[config.mk]
export PLATFORM = sky130hd
export DESIGN_NAME = ltb_ram
export DESIGN_NICKNAME = d
export VERILOG_FILES = /design/src/assert_macros.svh /design/src/ltb_ram.sv
export SDC_FILE = /design/constraint.sdc
export NUM_CORES = 1
export LEC_CHECK = 0
export BUFFER_PORTS_ARGS = -buffer_cell sky130_fd_sc_hd__clkbuf_2
export CAP_MARGIN = 20
export CORE_MARGIN = 2
export CORE_UTILIZATION = 25
export DETAILED_ROUTE_END_ITERATION = 8
export GPL_ROUTABILITY_DRIVEN = 0
export SLEW_MARGIN = 15
export SYNTH_ARGS = -nofsm -noshare
export SYNTH_HDL_FRONTEND = slang
export SYNTH_SLANG_ARGS = --single-unit
[constraint.sdc]
create_clock -name clk -period 3.45 [get_ports clk]
set_input_delay 0.5175 -clock clk [delete_from_list [all_inputs] [get_ports clk]]
set_output_delay 0.5175 -clock clk [all_outputs]
set_load 0.02 [all_outputs]
[src/assert_macros.svh]
// Assertion macros for the RTL of the text buffer core.
`ifndef ASSERT_MACROS_SVH
`define ASSERT_MACROS_SVH

// Condition that must hold on every clock edge out of reset.
`define LTB_CHECK(label, cond) \
  label: assert property (@(posedge clk) disable iff (!rst_n) (cond)) \
    else $error("ltb check failed");

// Implication whose consequent is checked in the cycle after the antecedent.
`define LTB_CHECK_NEXT(label, ante, cons) \
  label: assert property (@(posedge clk) disable iff (!rst_n) (ante) |=> (cons)) \
    else $error("ltb check failed");

`endif

[src/ltb_ram.sv]
// Simple dual-port synchronous RAM with one write port and a registered read port.
module ltb_ram #(
  parameter int DEPTH = 64,
  parameter int WIDTH = 8,
  parameter int AW    = (DEPTH > 1) ? $clog2(DEPTH) : 1
) (
  input  logic             clk,
  input  logic             we,
  input  logic [AW-1:0]    waddr,
  input  logic [WIDTH-1:0] wdata,
  input  logic [AW-1:0]    raddr,
  output logic [WIDTH-1:0] rdata
);

  logic [WIDTH-1:0] mem [DEPTH];

  always_ff @(posedge clk) begin
    if (we) begin
      mem[waddr] <= wdata;
    end
    rdata <= mem[raddr];
  end

endmodule

==> results of run 1 <==
-- power breakdown --
| part | internal (mW) | switching [mW] |
|---|---|---|
| Sequential | 6.99 | 0.0287 |
| Combinational | 0.255 | 0.421 |
| Clock | 3.02 | 2.33 |
| Total | 10.3 | 2.78 |
-- synth_stat cells --
cell type  instances
a2111oi_0          2
mux2_2            13
o22ai_1            8
buf_2             11
nand2_1           19
o41ai_1            2
o21ai_0            2
buf_4             13
buf_6              4
dfxtp_1            8
or3_1              1
nand4b_1           1
a21oi_1            3
o311ai_1           1
mux2i_1           23
a22oi_1            3
nor2b_1           14
buf_12             2
clkbuf_1          17
nor2_1            83
o2111ai_1          3
mux4_2           126
nand4_1            2
and2_1             1
nor4_1             2
o21a_1             2
o21ai_1            2
nand3_1           13
o32ai_1            2
nand2b_1           7
nand3b_1           3
a31oi_1            1
buf_1              4
o221a_2            2
o2bb2ai_1          3
a221oi_1           6
nor3_1             7
o221ai_1           8
a211oi_1           4
edfxtp_1         512
-- critical path, stage by stage --
cell      delay [ns]
clkbuf_8        0.38
mux4_2          0.59
mux2_2          0.29
o221a_2         0.27
nor3_1          0.72
o32ai_1         0.18
-- per-stage QoR --
step | hold WS (ns) | setup WS (ns) | utilization (%)
after floorplan | 0.616 | 1.26 | -
after global placement | 0.874 | 0.301 | 27.4
after detailed placement | 0.882 | 0.313 | 27.4
after CTS | 0.400 | 0.935 | 29.4
after global routing | 0.412 | 0.681 | 29.4
final | 0.402 | 0.890 | 29.4
-- per-layer routing --
layer | track usage, % | routed length, um | vias to the layer above
li1 | - | - | 4159
met2 | 18.1 | 22200 | 369
met5 | 0 | 0 | -
met4 | 3.21 | 1170 | 0
met3 | 3.06 | 3950 | 74
met1 | 15.6 | 20300 | 5113
-- worst paths after layout --
path | from | endpoint
min | wdata[4] | mem[48][4]$_DFFE_PP_
min reg2reg | mem[23][2]$_DFFE_PP_ | rdata[2]$_DFF_P_
max | raddr[0] | rdata[6]$_DFF_P_
max reg2reg | mem[29][6]$_DFFE_PP_ | rdata[6]$_DFF_P_
-- cell type report --
cell class	count	area, sq um	share of cell area, %
Sequential cell	520	15500	65.9
Multi-Input combinational cell	369	4320	18.3
Clock buffer	72	1420	6.01
Tap cell	1060	1330	5.62
Timing Repair Buffer	105	812	3.44
Clock inverter	25	171	0.727
Antenna cell	3	7.51	0.0318
-- cell usage in the layout, fill, tap and decap left out, types with 3 or more instances in the layout --
cell       synthesis  layout
nand2_1           19      19
nand2b_1           7       7
mux2i_1           23      23
clkbuf_1          17      17
nor2b_1           14      14
mux4_2           126     126
a22oi_1            3       3
clkinv_1           0       9
nand3b_1           3       3
clkbuf_16          0      53
mux2_2            13      13
clkbuf_8           0       3
a211oi_1           4       4
dfxtp_1            8       8
clkinv_2           0      12
diode_2            0       3
clkbuf_2           0      26
buf_4             13      72
a221oi_1           6       6
o221ai_1           8       8
edfxtp_1         512     512
nand3_1           13      13
buf_12             2       5
o2bb2ai_1          3       3
o22ai_1            8       8
o2111ai_1          3       3
nor2_1            83      83
a21oi_1            3       3
nor3_1             7       7
-- cell families after synthesis --
| family | Yosys count | share of synthesized area, % |
|---|---|---|
| AO/OA/AOI/OAI | 54 | 2.07 |
| buffers and inverters | 51 | 1.57 |
| flip-flops | 520 | 77.0 |
| multiplexers | 162 | 15.9 |
| AND/OR/NAND/NOR | 153 | 3.39 |
-- flip-flops by register name (all words and copies together), names as in the netlist --
name,cells
rdata,8
mem,512
==> flow_summary.toml, run 1 <==
[logic_synthesis]
syn-num-nets = 962
ys_types = 40
synth.area.top_cells = "edfxtp_1, mux4_2, nor2_1"
yosys.area.top_type = "edfxtp_1"
synth_seq_cells = 520
yosys.area.top_type_share_pct = 76.2
synth_warnings = 0
syn_area_per_cell_sq_um = 21.5
syn_inst = 940
syn-cell-area_sq_um = 20200
ys_seq_area_share_pct = 77.0

[route]
via_count = 9715
via_per_inst = 4.51
drtIter0Drc = 977
ant_nets = 0
first_pass_iters = 5
wire_per_inst_um = 22.1
drcViolationCount = 0
wl_um = 47600

[timing]
max_freq_mhz = 391
hold_viol = 0
setup_tns_ns = 0
rsz0062_at_grt = "false"
period_needed_ns = 2.56
relSlewSlack_pct = 27.7
finalSetupViolCount = 0
skew_ns = 0.0180
worst_pin_slew_ns = 1.08
slew_violations = 0
timing.final.crit_share_pct = 74.2

[critical_path]
startpoint_type = "input port"
endpoint_kind = "flip-flop"
rrSetupSlack_ns = 0.99
crit_arrival_ns = 3.00
critPathKind = "input port to flip-flop"
worstRegToRegCells = 5
crit_required_ns = 3.89
cp_max_fo = 36

[power_and_ir_drop]
p_total_mw = 13.0
vdd_drop_max_mv = 0.360
p_leak_nw = 7.29
power_density_nw_per_um2 = 553

[clock_network]
cts_made_buffers = 53
cts_root_buffer = "clkbuf_16"
clock_path_buffers = 3
cts.sinks = 520
cts_tree = "yes"
cts-hold-fix-buffers = 0
clk_pin_slew_worst_paths_ns = 0.06
htreeDepth = 2
cts_resized = 0
insertion_delay_ns = 0.59
cts_setup_buffers = 0

[die]
dieArea_sq_um = 83000
boundaryPins = 30
die_w_um = 288
start_util_pct = 25.2
fp.dieH_um = 288
core_sq_um = 80200
rows = 104

[flow_run]
max_cap_viol_count = 0

[min_path]
hold_class = "input port to flip-flop"
holdPathStages = 1

[cells_and_area]
fillers = 7817
final_area_sq_um = 23600
layout.nets = 1071
layout-drive-gt1-share_pct = 29.1
syn_to_final_growth_pct = 16.9
fin_cells = 2154

[outcome]
outcome = "completed"

[place]
hpwl_um = 29900
place_area_sq_um = 21900
port_buffers = 29
dpl.cell_count = 2052

[global_routing]
grt_pass1_vias = 9940
grt.overflow.total = 0
grt_max_degree = 65
grt_usage_pct = 11.5
grt_pass1_wl_um = 69400
antenna_found_initial = 3
(Power assumes the default switching activity.)
==> inputs of run 2 (changes only) <==
--- a/config.mk
+++ b/config.mk
@@ -5,6 +5,7 @@
 export SDC_FILE = /design/constraint.sdc
 export NUM_CORES = 1
 export LEC_CHECK = 0
+export ABC_AREA = 1
 export BUFFER_PORTS_ARGS = -buffer_cell sky130_fd_sc_hd__clkbuf_2
 export CAP_MARGIN = 20
 export CORE_MARGIN = 2
==> constraint.sdc (replaced) <==
create_clock -name clk -period 2.5 [get_ports clk]
set_input_delay 0.375 -clock clk [delete_from_list [all_inputs] [get_ports clk]]
set_output_delay 0.375 -clock clk [all_outputs]
set_load 0.02 [all_outputs]
==> flow_summary.toml, run 2 <==
[critical_path]
worstRegToRegCells = 8
critPathMaxStageDelay_ns = 0.59
cp_slowest_cell = "dfxtp_1"
reg2reg_to = "rdata[3]$_DFF_P_"
rrSetupSlack_ns = 1.07
crit_required_ns = 2.12
startpoint_type = "flip-flop"
cp_top_family = "flip-flops"
reg2reg_from = "mem[50][3]$_DFFE_PP_"
cp_max_fo = 1
crit_chain = "clkbuf_2"
cp_num_buf_inv = 1
crit_arrival_ns = 1.46
critPathKind = "flip-flop to output port"
cp.depth = 1
endpoint_kind = "output port"

[route]
drtIter0Drc = 1269
wire_per_inst_um = 18.2
wl_um = 55900
via_per_inst = 4.47
via_count = 13700
first_pass_iters = 7
drcViolationCount = 0
ant_nets = 0

[clock_network]
cts.sinks = 520
cts_root_buffer = "clkbuf_16"
cts_resized = 0
clk_pin_slew_worst_paths_ns = 0.06
cts_setup_buffers = 0
cts_tree = "yes"
cts_made_buffers = 53
cts-hold-fix-buffers = 0
clock_path_buffers = 3
htreeDepth = 2
insertion_delay_ns = 0.61

[global_routing]
grt.overflow.total = 0
grt_usage_pct = 12.7
grt_max_degree = 82
antenna_found_initial = 2
grt_pass1_wl_um = 83900
grt_pass1_vias = 13200

[power_and_ir_drop]
vdd_drop_max_mv = 0.525
power_density_nw_per_um2 = 740
p_total_mw = 18.4
p_leak_nw = 8.86

[timing]
finalSetupViolCount = 0
skew_ns = 0.0287
worst_pin_slew_ns = 0.837
rsz0062_at_grt = "false"
setup_tns_ns = 0
layout_setup_ws_ns = 0.663
hold_viol = 0
max_freq_mhz = 544
period_needed_ns = 1.84
slew_violations = 0
timing.final.crit_share_pct = 73.5
relSlewSlack_pct = 44.2

[cells_and_area]
fillers = 8621
largest_register = "mem"
layout-drive-gt1-share_pct = 11.0
seqCellArea_sq_um = 15500
syn_to_final_growth_pct = 16.7
layout_commonest_cell = "nand2_1"
layout.nets = 1911
final_area_sq_um = 24900
largest_reg_flops = 512
final_cell_mix = "nand2_1, edfxtp_1, nand3_1"
reg_top3 = "mem: 512 flops, rdata: 8 flops"
antennaDiodeCount = 0
multiInputGateArea_sq_um = 4950

[place]
hpwl_um = 33600
place_area_sq_um = 23300
post-place-ws_ns = 0.390
port_buffers = 29

[logic_synthesis]
synth.area.top_cells = "edfxtp_1, nand2_1, nand3_1"
syn_area_per_cell_sq_um = 11.8
syn-num-nets = 1827
yosys.area.top_type = "edfxtp_1"
syn_inst = 1805
ys_seq_area_share_pct = 72.8
synth_warnings = 0
synth_edf_count = 512
ys_types = 16
ys.flop_type = "edfxtp_1"
synth_seq_cells = 520
yosys-top-cells-count = "nand2_1, edfxtp_1, nand3_1"
async_flop_share_pct = 0
syn-cell-area_sq_um = 21300
yosys.area.top_type_share_pct = 72.0
yosysMostFrequentCell = "nand2_1"

[flow_run]
max_cap_viol_count = 0

[die]
die_w_um = 296
core_sq_um = 84900
dieArea_sq_um = 87700
boundaryPins = 30
start_util_pct = 25.1
rows = 107
fp.dieH_um = 296

[min_path]
hold_start = "raddr[5]"
hold_end = "rdata[6]$_DFF_P_"
hold_class = "input port to flip-flop"
holdPathStages = 3

[outcome]
outcome = "completed"
==> run 2: cell types whose count changed after synthesis, sizes merged, moves of 12 or more <==
cell   change
buf       +64
nor2b     -14
nor2      -27
nand3    +426
inv       +12
mux2i     -23
mux4     -126
mux2      -13
nand2    +629
==> run 2: how the worst max path moves through the flow <==
stage | startpoint | end
after floorplan | we | mem[48][0]$_DFFE_PP_
after global placement | raddr[0] | rdata[6]$_DFF_P_
after detailed placement | raddr[0] | rdata[6]$_DFF_P_
after CTS | rdata[6]$_DFF_P_ | rdata[6]
after global routing | rdata[6]$_DFF_P_ | rdata[6]
final | rdata[6]$_DFF_P_ | rdata[6]
==> run 2: per-layer routing <==
| metal | GRT usage (%) | part of all wire (%) |
|---|---|---|
| met1 | 17.7 | 44 |
| met2 | 19.9 | 46 |
| met3 | 2.41 | 7.4 |
| met4 | 3.89 | 2.4 |
| met5 | 0 | 0.047 |
==> run 2: final cells by class <==
class | instances | area share, %
clock buffer | 78 | 5.99
clock inverter | 17 | 0.532
inverter | 12 | 0.221
multi-input combinational | 1160 | 19.9
sequential | 520 | 62.4
tap | 1144 | 5.75
timing repair buffer | 142 | 5.29
==> run 2: logic make-up after synthesis <==
| family | after synthesis | share of synthesized area, % |
|---|---|---|
| buffers and inverters | 125 | 4.02 |
| DFF | 520 | 72.8 |
| and+or+nand+nor | 1160 | 23.2 |
==> run 2: per-stage QoR <==
stage / utilization [%] / std cells / hold slack (ns)
finish: 29.3 / 3073 / 0.218
global route: 29.3 / 3073 / 0.237
CTS: 29.3 / 3073 / 0.178
detailed placement: 27.4 / 2978 / 0.788
global placement: 27.4 / 2978 / 0.790
floorplan: - / 1805 / 0.474
==> run 2: report_power, final <==
part	switching, mW	leakage, nW	internal, mW	total (mW)
Sequential	0.0482	4.67	9.65	9.70
Clock	3.21	0.790	4.31	7.53
Combinational	0.869	3.39	0.339	1.21
Total	4.13	8.86	14.3	18.4
==> inputs of run 3 (changes only) <==
==> constraint.sdc (replaced) <==
create_clock -name clk -period 1.67 [get_ports clk]
set_input_delay 0.2505 -clock clk [delete_from_list [all_inputs] [get_ports clk]]
set_output_delay 0.2505 -clock clk [all_outputs]
set_load 0.02 [all_outputs]
==> flow_summary.toml, run 3 (synthesis gave the netlist of run 2 again) <==
[global_routing]
top_usage_layer = "met2"
grt_pass1_wl_um = 84700
antenna_found_initial = 0
use_met2_pct = 20.3
grt_max_degree = 70
use_met3_pct = 2.11
grt.overflow.total = 0
grt_use_met1_pct = 17.5
grt_pass1_vias = 13800
grt_usage_pct = 12.7

[flow_run]
max_cap_viol_count = 0

[critical_path]
startpoint_type = "flip-flop"
cp_slowest_cell = "dfxtp_1"
cp_top_family = "flip-flops"
rrSetupSlack_ns = 0.28
cp_num_buf_inv = 1
crit_required_ns = 1.42
cp_max_fo = 1
critPathMaxStageDelay_ns = 0.46
reg2reg_to = "rdata[1]$_DFF_P_"
crit_chain = "clkbuf_2"
endpoint_kind = "output port"
worstRegToRegCells = 8
crit_arrival_ns = 1.27
reg2reg_from = "mem[55][1]$_DFFE_PP_"
critPathKind = "flip-flop to output port"

[clock_network]
clock_path_buffers = 3
insertion_delay_ns = 0.58
cts_resized = 0
cts_made_buffers = 50
cts_setup_buffers = 0
htreeDepth = 2
cts_tree = "yes"
cts_root_buffer = "clkbuf_16"
cts-hold-fix-buffers = 0
clk_pin_slew_worst_paths_ns = 0.06
cts.sinks = 520

[route]
wl_um = 55400
drtIter0Drc = 1340
first_pass_iters = 5
drcViolationCount = 0
wire_per_inst_um = 17.9
ant_nets = 0
via_per_inst = 4.49
via_count = 13900

[cells_and_area]
largest_reg_flops = 512
layout_commonest_cell = "nand2_1"
layout-drive-gt1-share_pct = 12.7
post-route-util_pct = 29.7
syn_to_final_growth_pct = 18.0
layout.nets = 1936
antennaDiodeCount = 0
fin_cells = 3095
reg_top3 = "mem: 512 flops, rdata: 8 flops"
largest_register = "mem"
final_cell_mix = "nand2_1, edfxtp_1, nand3_1"

[power_and_ir_drop]
vdd_drop_max_mv = 0.633
p_total_mw = 26.9
p_leak_nw = 8.98
power_density_nw_per_um2 = 1070

[timing]
hold_viol = 0
max_freq_mhz = 658
setup_tns_ns = 0
period_needed_ns = 1.52
worst_pin_slew_ns = 0.401
finalSetupViolCount = 0
rsz0062_at_grt = "false"
timing.final.crit_share_pct = 90.9
skew_ns = 0.0122
slew_violations = 0
relSlewSlack_pct = 73.2
whs_ns = 0.0694

[die]
core_sq_um = 84900
boundaryPins = 30
start_util_pct = 25.1
rows = 107
dieArea_sq_um = 87700
die_w_um = 296
fp.dieH_um = 296

[min_path]
hold_end = "rdata[6]$_DFF_P_"
holdPathStages = 3
hold_class = "input port to flip-flop"
hold_start = "raddr[5]"

[place]
hpwl_um = 33900
port_buffers = 29
dpl.cell_count = 3006

[outcome]
outcome = "completed"
-- run 3: changes by cell type in the layout (fill, tap and decap cells not counted), sizes merged --
cell / before / now
clkinvlp: 1 / 2
clkinv: 13 / 16
buf: 114 / 143
inv: 13 / 14
clkbuf: 106 / 94
-- run 3: worst max-delay path by stage --
stage	startpoint	endpoint	slack (ns)	depth (start not counted)
finish	rdata[0]$_DFF_P_	rdata[0]	0.15	1
global route	rdata[2]$_DFF_P_	rdata[2]	0.12	1
CTS	rdata[2]$_DFF_P_	rdata[2]	0.13	1
detailed placement	raddr[0]	rdata[1]$_DFF_P_	-0.23	12
global placement	raddr[0]	rdata[5]$_DFF_P_	-0.19	12
floorplan	waddr[0]	mem[49][0]$_DFFE_PP_	-0.16	3
-- run 3: layout make-up --
class	instances	area, sq um
sequential	520	15500
clock buffer	67	1320
multi-input combinational	1160	5010
clock inverter	22	180
inverter	12	52.6
tap	1144	1430
fill	8624	59700
timing repair buffer	170	1660
-- run 3: per-stage QoR --
| stage | instance area [sq um] | setup WS (ns) |
|---|---|---|
| detailed placement | 23700 | -0.226 |
| finish | 25200 | 0.151 |
| floorplan | 21400 | -0.156 |
| global route | 25200 | 0.117 |
| CTS | 25200 | 0.127 |
| global placement | 23700 | -0.190 |
-- run 3: layer usage --
metal / share of wire, % / up-vias / wire [um]
met5: 0 / - / 0
met4: 2.4 / 0 / 1330
met3: 7.5 / 85 / 4160
met2: 46 / 516 / 25600
met1: 44 / 6750 / 24300
li1: - / 6561 / -
-- run 3: power by group --
| group | leakage, nW | total, mW | switching [mW] | internal [mW] |
|---|---|---|---|---|
| Clock | 0.726 | 10.5 | 4.70 | 5.84 |
| Combinational | 3.58 | 1.91 | 1.33 | 0.581 |
| Sequential | 4.67 | 14.5 | 0.0565 | 14.4 |
